[src/rtl/bmam_pkg.sv]
// bmam_pkg: shared types and constants of the banked memory address mapper
// no dependencies; imported by every rtl module of the mapper
package bmam_pkg;

	// field widths
	localparam int unsigned ReqW    = 2;
	localparam int unsigned AddrW   = 16;
	localparam int unsigned PortW   = 16;
	localparam int unsigned ByteW   = 8;
	localparam int unsigned RegionW = 2;
	localparam int unsigned ModelW  = 2;
	localparam int unsigned LimitW  = AddrW + 1;
	localparam int unsigned CfgIdxW = 1;
	localparam int unsigned PageW   = 3;
	localparam int unsigned SlotCnt = 8;
	localparam int unsigned SlotW   = $clog2(SlotCnt);
	localparam int unsigned SlotOffW = 13;  // 8K slot
	localparam int unsigned PageOffW = 14;  // 16K page

	// I/O ports and register codes
	localparam logic [PortW-1:0] SelectPort   = 16'h243B;
	localparam logic [PortW-1:0] PagingPort   = 16'h7FFD;
	localparam logic [ByteW-1:0] SlotRegFirst = 8'h50;
	localparam logic [ByteW-1:0] SlotRegLast  = 8'h57;
	localparam logic [ByteW-1:0] Unmapped     = 8'hFF;
	localparam int unsigned      LockBit      = 5;
	localparam int unsigned      RomBit       = 4;

	// fixed RAM pages of the 16K paged model
	localparam logic [ByteW-1:0] SecondSegPage = 8'd5;
	localparam logic [ByteW-1:0] ThirdSegPage  = 8'd2;

	typedef enum logic [ReqW-1:0] {
		REQ_READ  = 2'd0,
		REQ_WRITE = 2'd1,
		REQ_PORT  = 2'd2,
		REQ_NONE  = 2'd3
	} req_type_t;

	typedef enum logic [ModelW-1:0] {
		MODEL_FLAT  = 2'd0,
		MODEL_SLOT  = 2'd1,
		MODEL_PAGED = 2'd2,
		MODEL_ALT   = 2'd3   // treated as flat
	} model_t;

	typedef enum logic [RegionW-1:0] {
		REGION_FLAT  = 2'd0,
		REGION_BANK8 = 2'd1,
		REGION_RAM16 = 2'd2,
		REGION_ROM16 = 2'd3
	} region_t;

	typedef enum logic [CfgIdxW-1:0] {
		CFG_MODEL     = 1'd0,
		CFG_ROM_LIMIT = 1'd1
	} cfg_idx_t;

	// controller to datapath commands
	typedef struct packed {
		logic load;    // capture a result and apply a port write
		logic cfg_we;  // write a configuration register
	} ctrl_cmd_t;

endpackage

[src/rtl/banked_memory_address_mapper_unit.sv]
// banked_memory_address_mapper_unit: top level of the banked memory address mapper
// depends on bmam_pkg, bmam_ctrl and bmam_dp
//
// Translates a 16-bit processor address into region, bank and offset under the
// flat, eight 8K slot or 16K paged model, and takes I/O port writes that change
// the bank mapping. Every request transaction returns one result in the cycle after
// it is accepted, through a single result register; a new request is accepted
// every cycle while the result side keeps taking results, so throughput is one
// request per cycle. A port write takes effect for the request accepted right
// after it and returns an all-zero result. Configuration writes are accepted at
// any time and should be issued only while the unit is idle.
module banked_memory_address_mapper_unit (
	input  logic                          clk,
	input  logic                          arst_n,
	input  logic                          cfg_valid,
	output logic                          cfg_ready,
	input  logic [bmam_pkg::CfgIdxW-1:0]  cfg_index,
	input  logic [bmam_pkg::LimitW-1:0]   cfg_data,
	input  logic                          in_valid,
	output logic                          in_ready,
	input  logic [bmam_pkg::ReqW-1:0]     req_type,
	input  logic [bmam_pkg::AddrW-1:0]    address,
	input  logic [bmam_pkg::PortW-1:0]    port_number,
	input  logic [bmam_pkg::ByteW-1:0]    out_value,
	output logic                          out_valid,
	input  logic                          out_ready,
	output logic [bmam_pkg::RegionW-1:0]  region,
	output logic [bmam_pkg::ByteW-1:0]    bank_number,
	output logic [bmam_pkg::AddrW-1:0]    offset,
	output logic                          write_allowed
);
	import bmam_pkg::*;

	ctrl_cmd_t cmd;

	// handshake controller
	bmam_ctrl u_ctrl (
		.clk       (clk),
		.arst_n    (arst_n),
		.in_valid  (in_valid),
		.in_ready  (in_ready),
		.out_valid (out_valid),
		.out_ready (out_ready),
		.cfg_valid (cfg_valid),
		.cfg_ready (cfg_ready),
		.cmd       (cmd)
	);

	// mapping datapath
	bmam_dp u_dp (
		.clk           (clk),
		.arst_n        (arst_n),
		.cmd           (cmd),
		.cfg_index     (cfg_index),
		.cfg_data      (cfg_data),
		.req_type      (req_type),
		.address       (address),
		.port_number   (port_number),
		.out_value     (out_value),
		.region        (region),
		.bank_number   (bank_number),
		.offset        (offset),
		.write_allowed (write_allowed)
	);

endmodule

[src/rtl/bmam_ctrl.sv]
// bmam_ctrl: handshake controller of the mapper, owns the result register state
// depends on bmam_pkg
module bmam_ctrl (
	input  logic                clk,
	input  logic                arst_n,
	input  logic                in_valid,
	output logic                in_ready,
	output logic                out_valid,
	input  logic                out_ready,
	input  logic                cfg_valid,
	output logic                cfg_ready,
	output bmam_pkg::ctrl_cmd_t cmd
);
	import bmam_pkg::*;

	typedef enum logic [1:0] {
		ST_EMPTY = 2'b01,
		ST_FULL  = 2'b10
	} state_t;

	state_t state_q, state_d;
	logic   in_fire;

	// new transaction taken while the result register is empty or draining
	assign in_ready  = (state_q == ST_EMPTY) || out_ready;
	assign in_fire   = in_valid && in_ready;
	assign out_valid = (state_q == ST_FULL);
	assign cfg_ready = 1'b1;

	assign cmd.load   = in_fire;
	assign cmd.cfg_we = cfg_valid;

	// next state
	always_comb begin
		state_d = state_q;
		case (state_q)
			ST_EMPTY: begin
				if (in_fire) state_d = ST_FULL;
			end
			ST_FULL: begin
				if (in_fire) state_d = ST_FULL;
				else if (out_ready) state_d = ST_EMPTY;
			end
			default: state_d = ST_EMPTY;
		endcase
	end

	always_ff @(posedge clk or negedge arst_n) begin
		if (!arst_n) state_q <= ST_EMPTY;
		else state_q <= state_d;
	end

endmodule

[src/rtl/bmam_dp.sv]
// bmam_dp: mapping state, configuration registers and translation datapath
// depends on bmam_pkg; driven by bmam_ctrl commands
module bmam_dp (
	input  logic                             clk,
	input  logic                             arst_n,
	input  bmam_pkg::ctrl_cmd_t              cmd,
	input  logic [bmam_pkg::CfgIdxW-1:0]     cfg_index,
	input  logic [bmam_pkg::LimitW-1:0]      cfg_data,
	input  logic [bmam_pkg::ReqW-1:0]        req_type,
	input  logic [bmam_pkg::AddrW-1:0]       address,
	input  logic [bmam_pkg::PortW-1:0]       port_number,
	input  logic [bmam_pkg::ByteW-1:0]       out_value,
	output logic [bmam_pkg::RegionW-1:0]     region,
	output logic [bmam_pkg::ByteW-1:0]       bank_number,
	output logic [bmam_pkg::AddrW-1:0]       offset,
	output logic                             write_allowed
);
	import bmam_pkg::*;

	logic [ModelW-1:0]  model_q;
	logic [LimitW-1:0]  rom_limit_q;
	logic [ByteW-1:0]   slot_bank_q [SlotCnt];
	logic [ByteW-1:0]   sel_reg_q;
	logic [PageW-1:0]   top_page_q;
	logic               rom_choice_q;
	logic               locked_q;

	logic [RegionW-1:0] region_d;
	logic [ByteW-1:0]   bank_d;
	logic [AddrW-1:0]   offset_d;
	logic               wr_d;
	logic [ByteW-1:0]   slot_val;
	logic               port_req;

	assign port_req = cmd.load && (req_type == REQ_PORT);
	assign slot_val = slot_bank_q[address[AddrW-1 -: SlotW]];

	// configuration registers
	always_ff @(posedge clk or negedge arst_n) begin
		if (!arst_n) begin
			model_q     <= MODEL_FLAT;
			rom_limit_q <= '0;
		end else if (cmd.cfg_we) begin
			case (cfg_index)
				CFG_MODEL:     model_q     <= cfg_data[ModelW-1:0];
				CFG_ROM_LIMIT: rom_limit_q <= cfg_data;
				default: ;
			endcase
		end
	end

	// eight-slot select/data register pair
	always_ff @(posedge clk or negedge arst_n) begin
		if (!arst_n) begin
			sel_reg_q <= '0;
			for (int i = 0; i < SlotCnt; i++) slot_bank_q[i] <= Unmapped;
		end else if (port_req && (model_q == MODEL_SLOT)) begin
			if ((port_number == SelectPort) && (sel_reg_q == '0)) begin
				sel_reg_q <= out_value;
			end else begin
				if (sel_reg_q inside {[SlotRegFirst:SlotRegLast]})
					slot_bank_q[sel_reg_q[SlotW-1:0]] <= out_value;
				sel_reg_q <= '0;
			end
		end
	end

	// 16K paging register with lock
	always_ff @(posedge clk or negedge arst_n) begin
		if (!arst_n) begin
			top_page_q   <= '0;
			rom_choice_q <= 1'b1;
			locked_q     <= 1'b0;
		end else if (port_req && (model_q == MODEL_PAGED) &&
		             (port_number == PagingPort) && !locked_q) begin
			top_page_q   <= out_value[PageW-1:0];
			rom_choice_q <= !out_value[RomBit];
			if (out_value[LockBit]) locked_q <= 1'b1;
		end
	end

	// address translation
	always_comb begin
		region_d = REGION_FLAT;
		bank_d   = '0;
		offset_d = '0;
		wr_d     = 1'b0;
		if (req_type inside {REQ_READ, REQ_WRITE}) begin
			offset_d = address;
			wr_d     = ({1'b0, address} >= rom_limit_q);
			case (model_q)
				MODEL_SLOT: begin
					if (slot_val != Unmapped) begin
						region_d = REGION_BANK8;
						bank_d   = slot_val;
						offset_d = {{(AddrW-SlotOffW){1'b0}}, address[SlotOffW-1:0]};
					end
				end
				MODEL_PAGED: begin
					offset_d = {{(AddrW-PageOffW){1'b0}}, address[PageOffW-1:0]};
					region_d = REGION_RAM16;
					case (address[AddrW-1:PageOffW])
						2'd0: begin
							region_d = REGION_ROM16;
							bank_d   = {{(ByteW-1){1'b0}}, rom_choice_q};
						end
						2'd1:    bank_d = SecondSegPage;
						2'd2:    bank_d = ThirdSegPage;
						default: bank_d = {{(ByteW-PageW){1'b0}}, top_page_q};
					endcase
				end
				default: ;
			endcase
		end
	end

	// result register
	always_ff @(posedge clk) begin
		if (cmd.load) begin
			region        <= region_d;
			bank_number   <= bank_d;
			offset        <= offset_d;
			write_allowed <= wr_d;
		end
	end

endmodule

[config.mk]
export PLATFORM = sky130hd
export DESIGN_NAME = banked_memory_address_mapper_unit
export DESIGN_NICKNAME = d
export VERILOG_FILES = /design/src/rtl/bmam_pkg.sv /design/src/rtl/banked_memory_address_mapper_unit.sv /design/src/rtl/bmam_ctrl.sv /design/src/rtl/bmam_dp.sv
export SDC_FILE = /design/constraint.sdc
export NUM_CORES = 1
export LEC_CHECK = 0
export BUFFER_PORTS_ARGS = -buffer_cell sky130_fd_sc_hd__buf_4
export CORE_MARGIN = 2
export CORE_UTILIZATION = 30
export DETAILED_ROUTE_END_ITERATION = 7
export SLEW_MARGIN = 10
export SYNTH_ARGS = -nofsm -noshare
export SYNTH_HDL_FRONTEND = slang
export SYNTH_SLANG_ARGS = --single-unit
[constraint.sdc]
create_clock -name clk -period 7.8 [get_ports clk]
set_input_delay 1.17 -clock clk [delete_from_list [all_inputs] [get_ports clk]]
set_output_delay 1.17 -clock clk [all_outputs]
set_load 0.02 [all_outputs]
* Word level (Yosys, flattened, before mapping)
Index checks and enable logic that the tools add are counted.
** Storage, ports and cells
- Flip-flop bits (word level) :: 125
- Bits of input ports :: 65
- Output and inout bits :: 30
- Word-level logic and storage cells :: 82
** Cells by class
- Order comparisons :: 6
- Equality and inequality tests :: 13
- Multiplexer cells :: 19
- Bitwise gates (word level) :: 4
- Reduce and logical (&&, ||, !) cells :: 21
** Operators by type and width (count)
- 64-bit bitwise mux :: 1
- 8-bit 2-to-1 mux :: 5
- 16-bit case mux with 2 select lines :: 1
- 8-bit binary-select mux with 3-bit select :: 1
- 8-bit demux with 3-bit select :: 1
- 16-bit by 17-bit >= comparator with 1-bit output :: 1
- 16-bit by 14-bit equality test with 1-bit output (second input constant) :: 1
- 16-bit by 15-bit equality test with 1-bit output (second input constant) :: 1
- 16-bit 2-to-1 mux :: 1
- 8-bit case mux with 2 select lines :: 1
- 1-bit logical AND :: 9
- 3-bit case mux with 3 select lines :: 1
- 2-bit by 1-bit equality test with 1-bit output (second input constant) :: 4
- 2-bit equality test (second input constant) :: 4
- 4-bit >= comparator (second input constant) :: 2
- 8-bit by 7-bit >= comparator with 1-bit output (second input constant) :: 1
- 8-bit by 7-bit less-or-equal comparator with 1-bit output (second input constant) :: 1
- 8-bit zero test :: 1
- 8-bit inequality test (second input constant) :: 1
- 3-bit NOT with 4-bit output :: 2
- 2-bit case mux with 2 select lines :: 2
- 2-bit AND reduction :: 4
- 2-bit 2-to-1 mux :: 3
- 2-bit zero test :: 2
- other kinds (9) :: 12

* Logic depth before layout (Yosys ltp)
Gate-level depths: netlist of the first run.
- Depth after elaboration :: 8
- Depth in mapped cells :: 9
- Gate-level depth less buffers :: 8

* Modules after synthesis
From an unflattened synthesis of the first run, not the netlist that was laid out.
** Second synthesis, totals
- Cell total of the unflattened synthesis :: 423
- Area total of the unflattened synthesis :: 6022.0 µm²
** Modules (own cells, without submodules)
- bmam_dp :: times used 1, cells an instance 403, area each 5854.4 µm², sequential area each 3294.4 µm²
- bmam_ctrl :: times used 1, cells an instance 20, area each 167.7 µm², sequential area each 51.3 µm²

* Least setup slack after synthesis of the first run
OpenSTA, ideal clock, no wires.
- Path kind :: in2reg
- Start point :: input port address[13] (netlist name)
- End point :: register u_dp.bank_number[2] (netlist name), data pin
- Setup time :: 0.152 ns
- Arrival time :: 3.008 ns
- Required time :: 7.648 ns
- Path slack :: 4.639 ns
- Stages :: 8
- Path buffers :: 2
- Path through :: buf_2 -> buf_2 -> mux4_2 -> nand4_1 -> nor3_1 -> nand4b_1 -> a21o_1 -> o21ai_0
** Between the ends
- Word-level cells in the longest chain between the ends :: 7
** RTL lines
- from (decl) :: line banked_memory_address_mapper_unit.sv:22 : input logic [bmam_pkg::AddrW-1:0] address,
- 3-bit NOT with 4-bit output (implied by the code) * :: line bmam_dp.sv:36 : assign slot_val = slot_bank_q[address[AddrW-1 -: SlotW]];
- 8-bit binary-select mux with 3-bit select * :: line bmam_dp.sv:36
- 8-bit 2-to-1 mux (implied by the code) * (2 in a row) :: line bmam_dp.sv:36
- 8-bit inequality test :: line bmam_dp.sv:93 : if (slot_val != Unmapped) begin
- 8-bit 2-to-1 mux * :: line bmam_dp.sv:93
- 8-bit case mux with 2 select lines * :: line bmam_dp.sv:91 : case (model_q)
- to (signal assigned) :: line bmam_dp.sv:121 : bank_number <= bank_d;
- to (decl) :: line bmam_dp.sv:14 : output logic [bmam_pkg::ByteW-1:0] bank_number,
Every way passes the cells marked *; elsewhere a longest branch is shown, timed or not. The select of a mux whose other input is x is not followed.
A chain may end at the register's enable or synchronous reset.

* Final worst setup path of the first run
- Start point :: input port req_type[1] (netlist name)
- End point :: register u_dp.slot_bank_q[7] (netlist name)
** Between the ends
- Word-level cells in the longest chain between the ends :: 4
** RTL lines
- from (decl) :: line banked_memory_address_mapper_unit.sv:21 : input logic [bmam_pkg::ReqW-1:0] req_type,
- 2-bit equality test :: line bmam_dp.sv:35 : assign port_req = cmd.load && (req_type == REQ_PORT);
- 1-bit logical AND :: line bmam_dp.sv:35
- 1-bit logical AND :: line bmam_dp.sv:57 : end else if (port_req && (model_q == MODEL_SLOT)) begin
- 3-bit AND reduction (no source line)
- to (signal, indexed assignment) :: line bmam_dp.sv:62 : slot_bank_q[sel_reg_q[SlotW-1:0]] <= out_value;
- to (decl) :: line bmam_dp.sv:22 : logic [ByteW-1:0] slot_bank_q [SlotCnt];
Every way passes these cells.

==> results of run 1 <==
## registers in the layout, summed over array words and instances (netlist names)
| register | flops |
|---|---|
| u_dp.slot_bank_q | 64 |
| u_dp.rom_limit_q | 17 |
| u_dp.offset | 16 |
| u_dp.bank_number | 8 |
| u_dp.sel_reg_q | 8 |
| u_dp.top_page_q | 3 |
| u_ctrl.state_q | 2 |
| u_dp.model_q | 2 |
| u_dp.region | 2 |
| u_dp.locked_q | 1 |
| u_dp.rom_choice_q | 1 |
| u_dp.write_allowed | 1 |
## how the worst max path moves through the flow
stage / startpoint / end / depth (start not counted)
after global placement: req_type[1] / u_dp.slot_bank_q[5] / 6
final: req_type[1] / u_dp.slot_bank_q[7] / 6
after detailed placement: req_type[1] / u_dp.slot_bank_q[7] / 6
after global routing: req_type[1] / u_dp.slot_bank_q[4] / 6
after floorplan: address[13] / u_dp.bank_number[2] / 8
after CTS: req_type[1] / u_dp.slot_bank_q[7] / 6
## cells in the final DEF, fill, tap and decap left out, types with 3 or more instances in the layout
| cell type | netlist | final |
|---|---|---|
| a21o_1 | 6 | 6 |
| a21oi_1 | 10 | 10 |
| a22o_1 | 8 | 8 |
| and2b_1 | 4 | 4 |
| buf_4 | 1 | 94 |
| clkbuf_16 | 0 | 20 |
| clkbuf_8 | 1 | 3 |
| clkinv_4 | 0 | 4 |
| dfrtp_1 | 32 | 32 |
| dfstp_2 | 66 | 66 |
| edfxtp_1 | 27 | 27 |
| ha_1 | 20 | 20 |
| inv_1 | 29 | 29 |
| mux2_2 | 84 | 84 |
| mux2i_1 | 4 | 4 |
| mux4_2 | 16 | 16 |
| nand2_1 | 25 | 25 |
| nand2_2 | 3 | 3 |
| nand3_1 | 3 | 3 |
| nand4_1 | 11 | 11 |
| nor2_1 | 6 | 6 |
| nor2b_1 | 14 | 14 |
| nor3_1 | 5 | 5 |
| o21ai_0 | 8 | 8 |
| o22ai_1 | 3 | 3 |
| or3_1 | 3 | 3 |
## layout make-up
| class | count | share of cell area |
|---|---|---|
| flip-flops and latches | 125 | 0.4435 |
| multi-input cells | 259 | 0.3206 |
| repair buffers | 94 | 0.09355 |
| clock buffers | 23 | 0.07182 |
| well taps | 265 | 0.04395 |
| inverters | 29 | 0.01443 |
| clock inverters | 9 | 0.01211 |
## per-stage QoR
step	hold slack [ns]	utilization	worst slack, ns	cells	cell area (um2)
4_1_cts	0.4732	0.3876	4.787	804	7543
5_1_grt	0.4991	0.3876	4.620	804	7543
3_5_place_dp	0.4565	0.3551	4.349	772	6910
2_1_floorplan	0.4335	-	4.639	430	5954
6_report	0.4740	0.3876	4.747	804	7543
3_3_place_gp	0.4583	0.3551	4.408	772	6910
## per-layer routing
metal	GRT usage	wire, um	up-vias
met5	0	0	-
met4	0.05672	278	0
met3	0.03949	861	24
met2	0.2448	7027	117
met1	0.1581	5560	1888
li1	-	-	1768
## kinds of logic (layout without fill, tap and decap cells)
logic type | count (synthesis) | count (layout) | synth area share
compound gates | 43 | 43 | 0.04875
fa+ha+maj | 20 | 20 | 0.04203
buf+inv | 46 | 155 | 0.03194
flops | 125 | 125 | 0.5619
mux | 104 | 104 | 0.2261
other cells | 1 | 1 | 0.0006298
simple gates | 91 | 91 | 0.08867
## power by group through the flow
stage | Clock (mW) | Sequential (mW) | Combinational, mW
floorplan | 0 | 0.772 | 0.106
global placement | 0 | 0.748 | 0.234
detailed placement | 0 | 0.749 | 0.242
CTS | 0.829 | 0.739 | 0.243
global route | 0.861 | 0.743 | 0.264
finish | 0.813 | 0.738 | 0.238
==> run metrics, run 1 <==
CP Cell Sequence=buf_4 -> inv_1 -> or4_4 -> nor3_1 -> and3_1 -> mux2_2; sw frac=0.2463; Hold Path Cell Cnt=1; # diodes=0; power after layout=1.789 mW; post-CTS sizing=0; FMAX=between 300 and 400 MHz; r2r worst-path depth=7; Hold Violations, Final=0; total area of sequential cells=between 3000 and 4000 um2; cts bufs inserted=17; setup TNS=0 ns; number of antenna-violating nets in the routed design=0; DRC violations left=0; Bufs on Longest Clock Path=2; min Tclk post-route=between 3 and 4 ns; DIE AREA=20,990 um2; largest net degree at the start of global routing=71; Switch Pwr=0.4407 mW; Worst setup SP type=input port; final setup violation count=0; CP max stage delay=0.63 ns; CP Max Fanout=18; vias in the first global route=4,242; initial antenna violation count=0; setup repair after global routing missed its margin=false; Vias=between 3,000 and 4,000; core area=19,460 um2; count of hold-fix buffers inserted at cts=0; max cap viols=0; Critical Path Slowest Stage Cell=or4_4; slew of the pin with the lowest slew margin=1.147 ns; Synth cell types=49; Die Y=144.9 um; share of the synthesized area in the top cell type=0.2912; CP endpoint kind=register; Initial Util=0.3059; Logic pwr share=0.133; Root Buffer=clkbuf_16; Worst Skew=0.007535 ns; sequential share of the synthesized area=0.5619; later-pin clock latency in the skew report=0.42 ns; most used flip-flop cell after synthesis=dfstp_2; Synthesized Nets=515; nets=611; GP Congestion=0.8055; Tcrit/Tclk final=0.3914; Rows=51; most area-consuming cells after synthesis=dfstp_2 29%, mux2_2 16%, edfxtp_1 14%, dfrtp_1 13%, mux4_2 6.1%; P&R area growth vs syn=26.69%; Post-synth top cells=84 x mux2_2, 66 x dfstp_2, 32 x dfrtp_1, 29 x inv_1, 27 x edfxtp_1; Syn Inst Count=430; Detailed Route Iter0 Violations=~230; clock tree from TritonCTS=built; most common cell in the netlist=mux2_2; Crit path buffers/inverters=2; P per Cell Area=237.2 nW/um2; global route overflow=0; worst hold path type=register to register; Max-slew headroom=0.2347; first-pass GRT wire length=21,810 um; Min-Delay Endpoint=u_dp.locked_q; fill cell count=around 1,800; PortBufs=93; Synth area leader=dfstp_2; clock-pin slew on the worst setup and hold paths=0.06 ns; Peak VDD IR=107.8 uV; status=complete, no violations; Die X=roughly 140 um; WL final=13,730 um; R2R setup slack=approximately 5 ns; layout cells sized above 1=0.5584; synthesized area=5954 um2; Detailed Routing Iterations Pass 1=4; synthesized area per cell=13.85 um2; sequential share of power=0.412; drt via density=4.723; IO Pins=95; multi-input logic area=2419 um2; gr usage total=0.1389; Routed WL per cell=17.07 um; async set-reset flop share out of synthesis=0.7840; worst r2r dst=u_dp.slot_bank_q[7]; kind of critical path=input port to register; Worst R2R Start=u_ctrl.state_q[0]; crit path DAT=3.40 ns; delay-heaviest family, CP=simple AND/OR/NAND/NOR gates; worst hold start=u_dp.locked_q; HPWL after DPL=9945 um; Setup Buffers After CTS=0; internal power=1.349 mW; Yosys Warn Count=0; EDFF count, synth=27; Static Leakage=3.289 nW; clock power share=0.455; Max H-tree Level=4; CTS Sinks=~130; #FFs+latches synth=125; Critical Path RT=8.14 ns; Slew Viols, Final=0
Note: power is estimated with default switching activity, not from simulation.
==> run 2: changes to the inputs <==
--- a/config.mk
+++ b/config.mk
@@ -5,6 +5,7 @@
 export SDC_FILE = /design/constraint.sdc
 export NUM_CORES = 1
 export LEC_CHECK = 0
+export ABC_AREA = 1
 export BUFFER_PORTS_ARGS = -buffer_cell sky130_fd_sc_hd__buf_4
 export CORE_MARGIN = 2
 export CORE_UTILIZATION = 30
==> constraint.sdc (replaced) <==
create_clock -name clk -period 2.8 [get_ports clk]
set_input_delay 0.42 -clock clk [delete_from_list [all_inputs] [get_ports clk]]
set_output_delay 0.42 -clock clk [all_outputs]
set_load 0.02 [all_outputs]
==> run metrics, run 2 <==
vias in the first global route=5,250 (was 4,242); Detailed Routing Iterations Pass 1=4 (unchanged); Hold Violations, Final=0 (unchanged); most common cell in the netlist=nand2_1 (was mux2_2); Fin Hold WS=0.04450 ns (was 0.4740 ns); global route overflow=0 (unchanged); P per Cell Area=671.3 nW/um2 (was 237.2 nW/um2); PortBufs=93 (unchanged); WL final=16,870 um (was 13,730 um); most used flip-flop cell after synthesis=dfstp_2 (unchanged); first-pass GRT wire length=27,240 um (was 21,810 um); FMAX=407.6 MHz; Root Buffer=clkbuf_16 (unchanged); Tcrit/Tclk final=0.8762; Worst R2R Start=u_ctrl.state_q[0] (unchanged); R2R setup slack=0.35 ns (was 4.93 ns); drt via density=4.565 (was 4.723); clock-pin slew on the worst setup and hold paths=0.06 ns (about the same); P&R area growth vs syn=25.56% (was 26.69%); Setup Buffers After CTS=0 (unchanged); largest net degree at the start of global routing=55 (was 71); synthesized area per cell=8.396 um2 (was 13.85 um2); later-pin clock latency in the skew report=0.42 ns (about the same); kind of critical path=register to register (was input port to register); EDFF count, synth=27 (unchanged); most flop-heavy register=u_dp.slot_bank_q (unchanged); Static Leakage=3.646 nW (was 3.289 nW); Initial Util=0.3041 (was 0.3059); most common cell after layout, fill and taps aside=nand2_1 (was buf_4); IO Pins=95 (unchanged); Peak VDD IR=351.3 uV (was 107.8 uV); GP Congestion=0.8550 (was 0.8055); DIE AREA=22,420 um2 (was 20,990 um2); total area of sequential cells=3346 um2 (unchanged); sequential share of the synthesized area=0.5250 (was 0.5619); layout cells sized above 1=0.2580 (was 0.5584); Routed WL per cell=14.65 um (was 17.07 um); Die Y=149.7 um (was 144.9 um); Worst setup SP type=register (was input port); Post-synth top cells=187 x nand2_1, 147 x inv_1, 66 x dfstp_2, 57 x nor2_1, 43 x nand3_1 (was 84 x mux2_2, 66 x dfstp_2, 32 x dfrtp_1, 29 x inv_1, 27 x edfxtp_1); Yosys Warn Count=0 (unchanged); async set-reset flop share out of synthesis=0.7840 (unchanged); Rows=53 (was 51); Syn Inst Count=759 (was 430); Vias=5,254 (was 3,797); Synthesized Nets=844 (was 515); count of hold-fix buffers inserted at cts=0 (unchanged); most frequent cells in the layout=187 x nand2_1, 147 x inv_1, 105 x buf_4 (was 94 x buf_4, 84 x mux2_2, 66 x dfstp_2); Regs by FF count=u_dp.slot_bank_q: 64 flops, u_dp.rom_limit_q: 17 flops, u_dp.offset: 16 flops (unchanged); gr usage total=0.1591 (was 0.1389); Max-slew headroom=0.5115 (was 0.2347); Synth area leader=dfstp_2 (unchanged); final setup violation count=0 (unchanged); synthesized area=6372 um2 (was 5954 um2); r2r worst-path depth=9 (was 7); CTS Sinks=125 (unchanged); max cap viols=0 (unchanged); fill cell count=2,164 (was 1,847); worst hold path type=input port to asynchronous set/reset pin (was register to register); placed cell area=7377 um2 (was 6910 um2); status=complete, no violations (unchanged); power after layout=5.371 mW (was 1.789 mW); Worst Skew=0.008485 ns (was 0.007535 ns); most area-consuming cells after synthesis=dfstp_2 27%, edfxtp_1 13%, dfrtp_1 13%, nand2_1 11%, inv_1 8.7% (was dfstp_2 29%, mux2_2 16%, edfxtp_1 14%, dfrtp_1 13%, mux4_2 6.1%); Bufs on Longest Clock Path=2 (unchanged); post-CTS sizing=0 (unchanged); #FFs+latches synth=125 (unchanged); multi-input logic area=2336 um2 (was 2419 um2); setup repair after global routing missed its margin=false (unchanged); max reg flops=64 (unchanged); HPWL after DPL=12,170 um (was 9945 um); CP endpoint kind=register (unchanged); # diodes=0 (unchanged); Synth cell types=31 (was 49); Max H-tree Level=4 (unchanged); core area=20,960 um2 (was 19,460 um2); Die X=149.7 um (was 144.9 um); Critical Path RT=3.14 ns (was 8.14 ns); Design Area, Final=8001 um2 (was 7543 um2); DRC violations left=0 (unchanged); number of antenna-violating nets in the routed design=0 (unchanged); clock tree from TritonCTS=built (unchanged); share of the synthesized area in the top cell type=0.2721 (was 0.2912); CP Max Fanout=16 (was 18); initial antenna violation count=0 (unchanged); setup TNS=0 ns (unchanged); Slew Viols, Final=0 (unchanged); Detailed Route Iter0 Violations=321 (was 225); nets=948 (was 611); slew of the pin with the lowest slew margin=0.7327 ns (was 1.147 ns); cts bufs inserted=17 (unchanged); worst r2r dst=u_dp.slot_bank_q[21] (was u_dp.slot_bank_q[7]); min Tclk post-route=roughly 2.5 ns; crit path DAT=2.79 ns (was 3.40 ns)
-- run 2: cell count changes in the layout (fill, tap and decap cells not counted), moves of 40 or more --
cell / change
inv_1: +118
mux2_2: -84
nand2_1: +162
nand3_1: +40
nor2_1: +51
o21ai_1: +41
-- run 2: where the power goes --
group          internal, mW  leakage, nW  switching [mW]
Sequential             2.07         1.32           0.101
Clock                  1.49        0.309           0.820
Combinational         0.320         2.01           0.575
Total                  3.87         3.65            1.50
-- run 2: layout make-up --
cell class / instances / share of cell area
Clock buffer: 23 / 0.06521
Clock inverter: 9 / 0.01282
Inverter: 150 / 0.07037
Multi-Input combinational cell: 464 / 0.2919
Sequential cell: 125 / 0.4181
Tap cell: 275 / 0.04300
Timing Repair Buffer: 105 / 0.09851
-- run 2: worst max path at each step --
stage | slack, ns | to | startpoint
4_1_cts | 0.33 | u_dp.slot_bank_q[21] | u_ctrl.state_q[0]
3_3_place_gp | 0.48 | u_dp.slot_bank_q[35] | u_ctrl.state_q[0]
2_1_floorplan | 0.62 | u_dp.slot_bank_q[38] | u_ctrl.state_q[0]
6_report | 0.35 | u_dp.slot_bank_q[21] | u_ctrl.state_q[0]
5_1_grt | 0.1 | u_dp.slot_bank_q[34] | u_ctrl.state_q[0]
3_5_place_dp | 0.35 | u_dp.slot_bank_q[48] | u_ctrl.state_q[0]
-- run 2: critical path: stages, from the launching register on --
cell and delay [ns]:
dfstp_2 0.53, ha_1 0.15, inv_1 0.06, nand2_2 0.07, nand2_2 0.09, nor3_2 0.19, nand2_2 0.12, nor3_4 0.43
nand4_2 0.44, o21ai_1 0.29
-- run 2: kinds of logic (layout without fill, tap and decap cells) --
kind of cell             count (synthesis)  after routing  synth area share
flip-flops                             125            125            0.5250
buffers and inverters                  170            287            0.1084
AND/OR/NAND/NOR                        324            324            0.2262
AO/OA/AOI/OAI                          119            119            0.1005
adder cells (fa/ha/maj)                 20             20           0.03927
other                                    1              1         0.0005885
-- run 2: metal layers --
metal	share of wire	vias up	track usage
met1	0.46	2462	0.2012
met4	0.017	0	0.05142
li1	-	2622	-
met5	0	-	0
met3	0.060	22	0.04360
met2	0.47	148	0.2642
-- run 2: stage by stage --
step	utilization	cells	setup WS [ns]
final	0.3818	1151	0.3466
after global routing	0.3818	1151	0.09700
after CTS	0.3818	1151	0.3344
after detailed placement	0.3520	1119	0.3531
after global placement	0.3520	1119	0.4770
after floorplan	-	759	0.6175
==> run 3: changes to the inputs <==
--- a/config.mk
+++ b/config.mk
@@ -10,6 +10,7 @@
 export CORE_MARGIN = 2
 export CORE_UTILIZATION = 30
 export DETAILED_ROUTE_END_ITERATION = 7
+export RECOVER_POWER = 100
 export SLEW_MARGIN = 10
 export SYNTH_ARGS = -nofsm -noshare
 export SYNTH_HDL_FRONTEND = slang
==> run metrics, run 3 (synthesis results as in run 2) <==
status=complete, no violations (unchanged); FMAX=403.9 MHz (was 407.6 MHz); initial antenna violation count=0 (unchanged); gr usage total=0.1591 (unchanged); post-CTS sizing=0 (unchanged); max cap viols=0 (unchanged); final setup violation count=0 (unchanged); Routed WL per cell=14.70 um (was 14.65 um); crit path DAT=2.80 ns (was 2.79 ns); r2r worst-path depth=9 (unchanged); Design Area, Final=7831 um2 (was 8001 um2); Hold Path Cell Cnt=2; Worst setup SP type=register (unchanged); Worst Skew=0.01032 ns (was 0.008485 ns); kind of critical path=register to register (unchanged); Initial Util=0.3041 (unchanged); drt via density=4.563 (was 4.565); largest net degree at the start of global routing=55 (unchanged); core area=20,960 um2 (unchanged); Root Buffer=clkbuf_16 (unchanged); CP Cell Sequence=ha_1 -> inv_1 -> nand2_1 -> nand2_2 -> nor3_2 -> nand2_2 -> nor3_4 -> nand4_2 -> o21ai_0 (was ha_1 -> inv_1 -> nand2_2 -> nand2_2 -> nor3_2 -> nand2_2 -> nor3_4 -> nand4_2 -> o21ai_1); setup repair after global routing missed its margin=false (unchanged); Peak VDD IR=347.7 uV (was 351.3 uV); R2R setup slack=0.32 ns (was 0.35 ns); WL final=16,920 um (was 16,870 um); vias in the first global route=5,250 (unchanged); clock tree from TritonCTS=built (unchanged); CP Max Fanout=16 (unchanged); Die Y=149.7 um (unchanged); total area of sequential cells=3346 um2 (unchanged); most common cell after layout, fill and taps aside=nand2_1 (unchanged); fill cell count=2,224 (was 2,164); CP endpoint kind=register (unchanged); power after layout=5.304 mW (was 5.371 mW); Fin Hold WS=0.1745 ns (was 0.04450 ns); CTS Sinks=125 (unchanged); Critical Path RT=3.13 ns (was 3.14 ns); Tcrit/Tclk final=0.8843 (was 0.8762); first-pass GRT wire length=27,240 um (unchanged); DRC violations left=0 (unchanged); placed cell area=7377 um2 (unchanged); P per Cell Area=677.2 nW/um2 (was 671.3 nW/um2); min Tclk post-route=2.476 ns (was 2.453 ns); most flop-heavy register=u_dp.slot_bank_q (unchanged); CP max stage delay=0.53 ns (about the same); number of antenna-violating nets in the routed design=0 (unchanged); Hold Violations, Final=0 (unchanged); setup TNS=0 ns (unchanged); Max H-tree Level=4 (unchanged); count of hold-fix buffers inserted at cts=0 (unchanged); Vias=5,252 (was 5,254); DIE AREA=22,420 um2 (unchanged); Critical Path Slowest Stage Cell=dfstp_2 (unchanged); clock-pin slew on the worst setup and hold paths=0.06 ns (about the same); multi-input logic area=2311 um2 (was 2336 um2); Detailed Route Iter0 Violations=292 (was 321); Static Leakage=3.506 nW (was 3.646 nW); GP Congestion=0.8550 (unchanged); Slew Viols, Final=0 (unchanged); Max-slew headroom=0.03036 (was 0.5115); Rows=53 (unchanged); Setup Buffers After CTS=0 (unchanged); worst hold path type=input port to register (was input port to asynchronous set/reset pin); Bufs on Longest Clock Path=2 (unchanged); later-pin clock latency in the skew report=0.42 ns (about the same); CP most frequent cell=nand2_2 (unchanged); nets=948 (unchanged); HPWL after DPL=12,170 um (unchanged); max reg flops=64 (unchanged); Die X=149.7 um (unchanged); most frequent cells in the layout=188 x nand2_1, 147 x inv_1, 74 x o21ai_0 (was 187 x nand2_1, 147 x inv_1, 105 x buf_4); layout cells sized above 1=0.2112 (was 0.2580); PortBufs=93 (unchanged); global route overflow=0 (unchanged); cts bufs inserted=17 (unchanged); # diodes=0 (unchanged); P&R area growth vs syn=22.89% (was 25.56%); Detailed Routing Iterations Pass 1=5 (was 4); slew of the pin with the lowest slew margin=1.454 ns (was 0.7327 ns); Regs by FF count=u_dp.slot_bank_q: 64 flops, u_dp.rom_limit_q: 17 flops, u_dp.offset: 16 flops (unchanged); IO Pins=95 (unchanged)
-- run 3: through the flow --
stage / cells / util / setup slack [ns]
floorplan: 759 / - / 0.6175
global placement: 1119 / 0.3520 / 0.4770
detailed placement: 1119 / 0.3520 / 0.3531
CTS: 1151 / 0.3818 / 0.3344
global route: 1151 / 0.3737 / 0.05996
finish: 1151 / 0.3737 / 0.3238
-- run 3: worst max-delay path, delay by kind of cell (launching register included) --
family | cells | cell delay [ns]
AND/OR/NAND/NOR | 6 | 1.33
flip-flops | 1 | 0.53
AO/OA/AOI/OAI | 1 | 0.33
buffers and inverters | 1 | 0.05
adder cells (fa/ha/maj) | 1 | 0.15
-- run 3: per-layer routing --
layer | up-vias | share of wire | global-route usage | wire length [um]
li1 | 2618 | - | - | -
met1 | 2450 | 0.45 | 0.2012 | 7644
met2 | 171 | 0.46 | 0.2642 | 7855
met3 | 13 | 0.071 | 0.04360 | 1199
met4 | 0 | 0.013 | 0.05142 | 218
met5 | - | 0 | 0 | 0
-- run 3: final timing paths --
path                                   start                   end
max in group asynchronous             arst_n  u_dp.rom_limit_q[13]
setup / recovery           u_ctrl.state_q[0]  u_dp.slot_bank_q[21]
setup reg to reg           u_ctrl.state_q[0]  u_dp.slot_bank_q[21]
hold / removal                  out_value[4]     u_dp.rom_choice_q
min in group asynchronous             arst_n   u_dp.rom_limit_q[2]
hold reg to reg                u_dp.locked_q         u_dp.locked_q
-- run 3: cell type report --
type / instances / area share
well taps: 275 / 0.04394
flip-flops and latches: 125 / 0.4272
multi-input cells: 464 / 0.2951
inverters: 150 / 0.07190
repair buffers: 105 / 0.08212
clock inverters: 9 / 0.01310
clock buffers: 23 / 0.06662
-- run 3: where the power goes --
group / leakage [nW] / total, mW / internal (mW) / switching, mW
Sequential: 1.32 / 2.17 / 2.07 / 0.100
Clock: 0.309 / 2.30 / 1.49 / 0.814
Combinational: 1.87 / 0.834 / 0.262 / 0.572
Total: 3.51 / 5.30 / 3.82 / 1.49
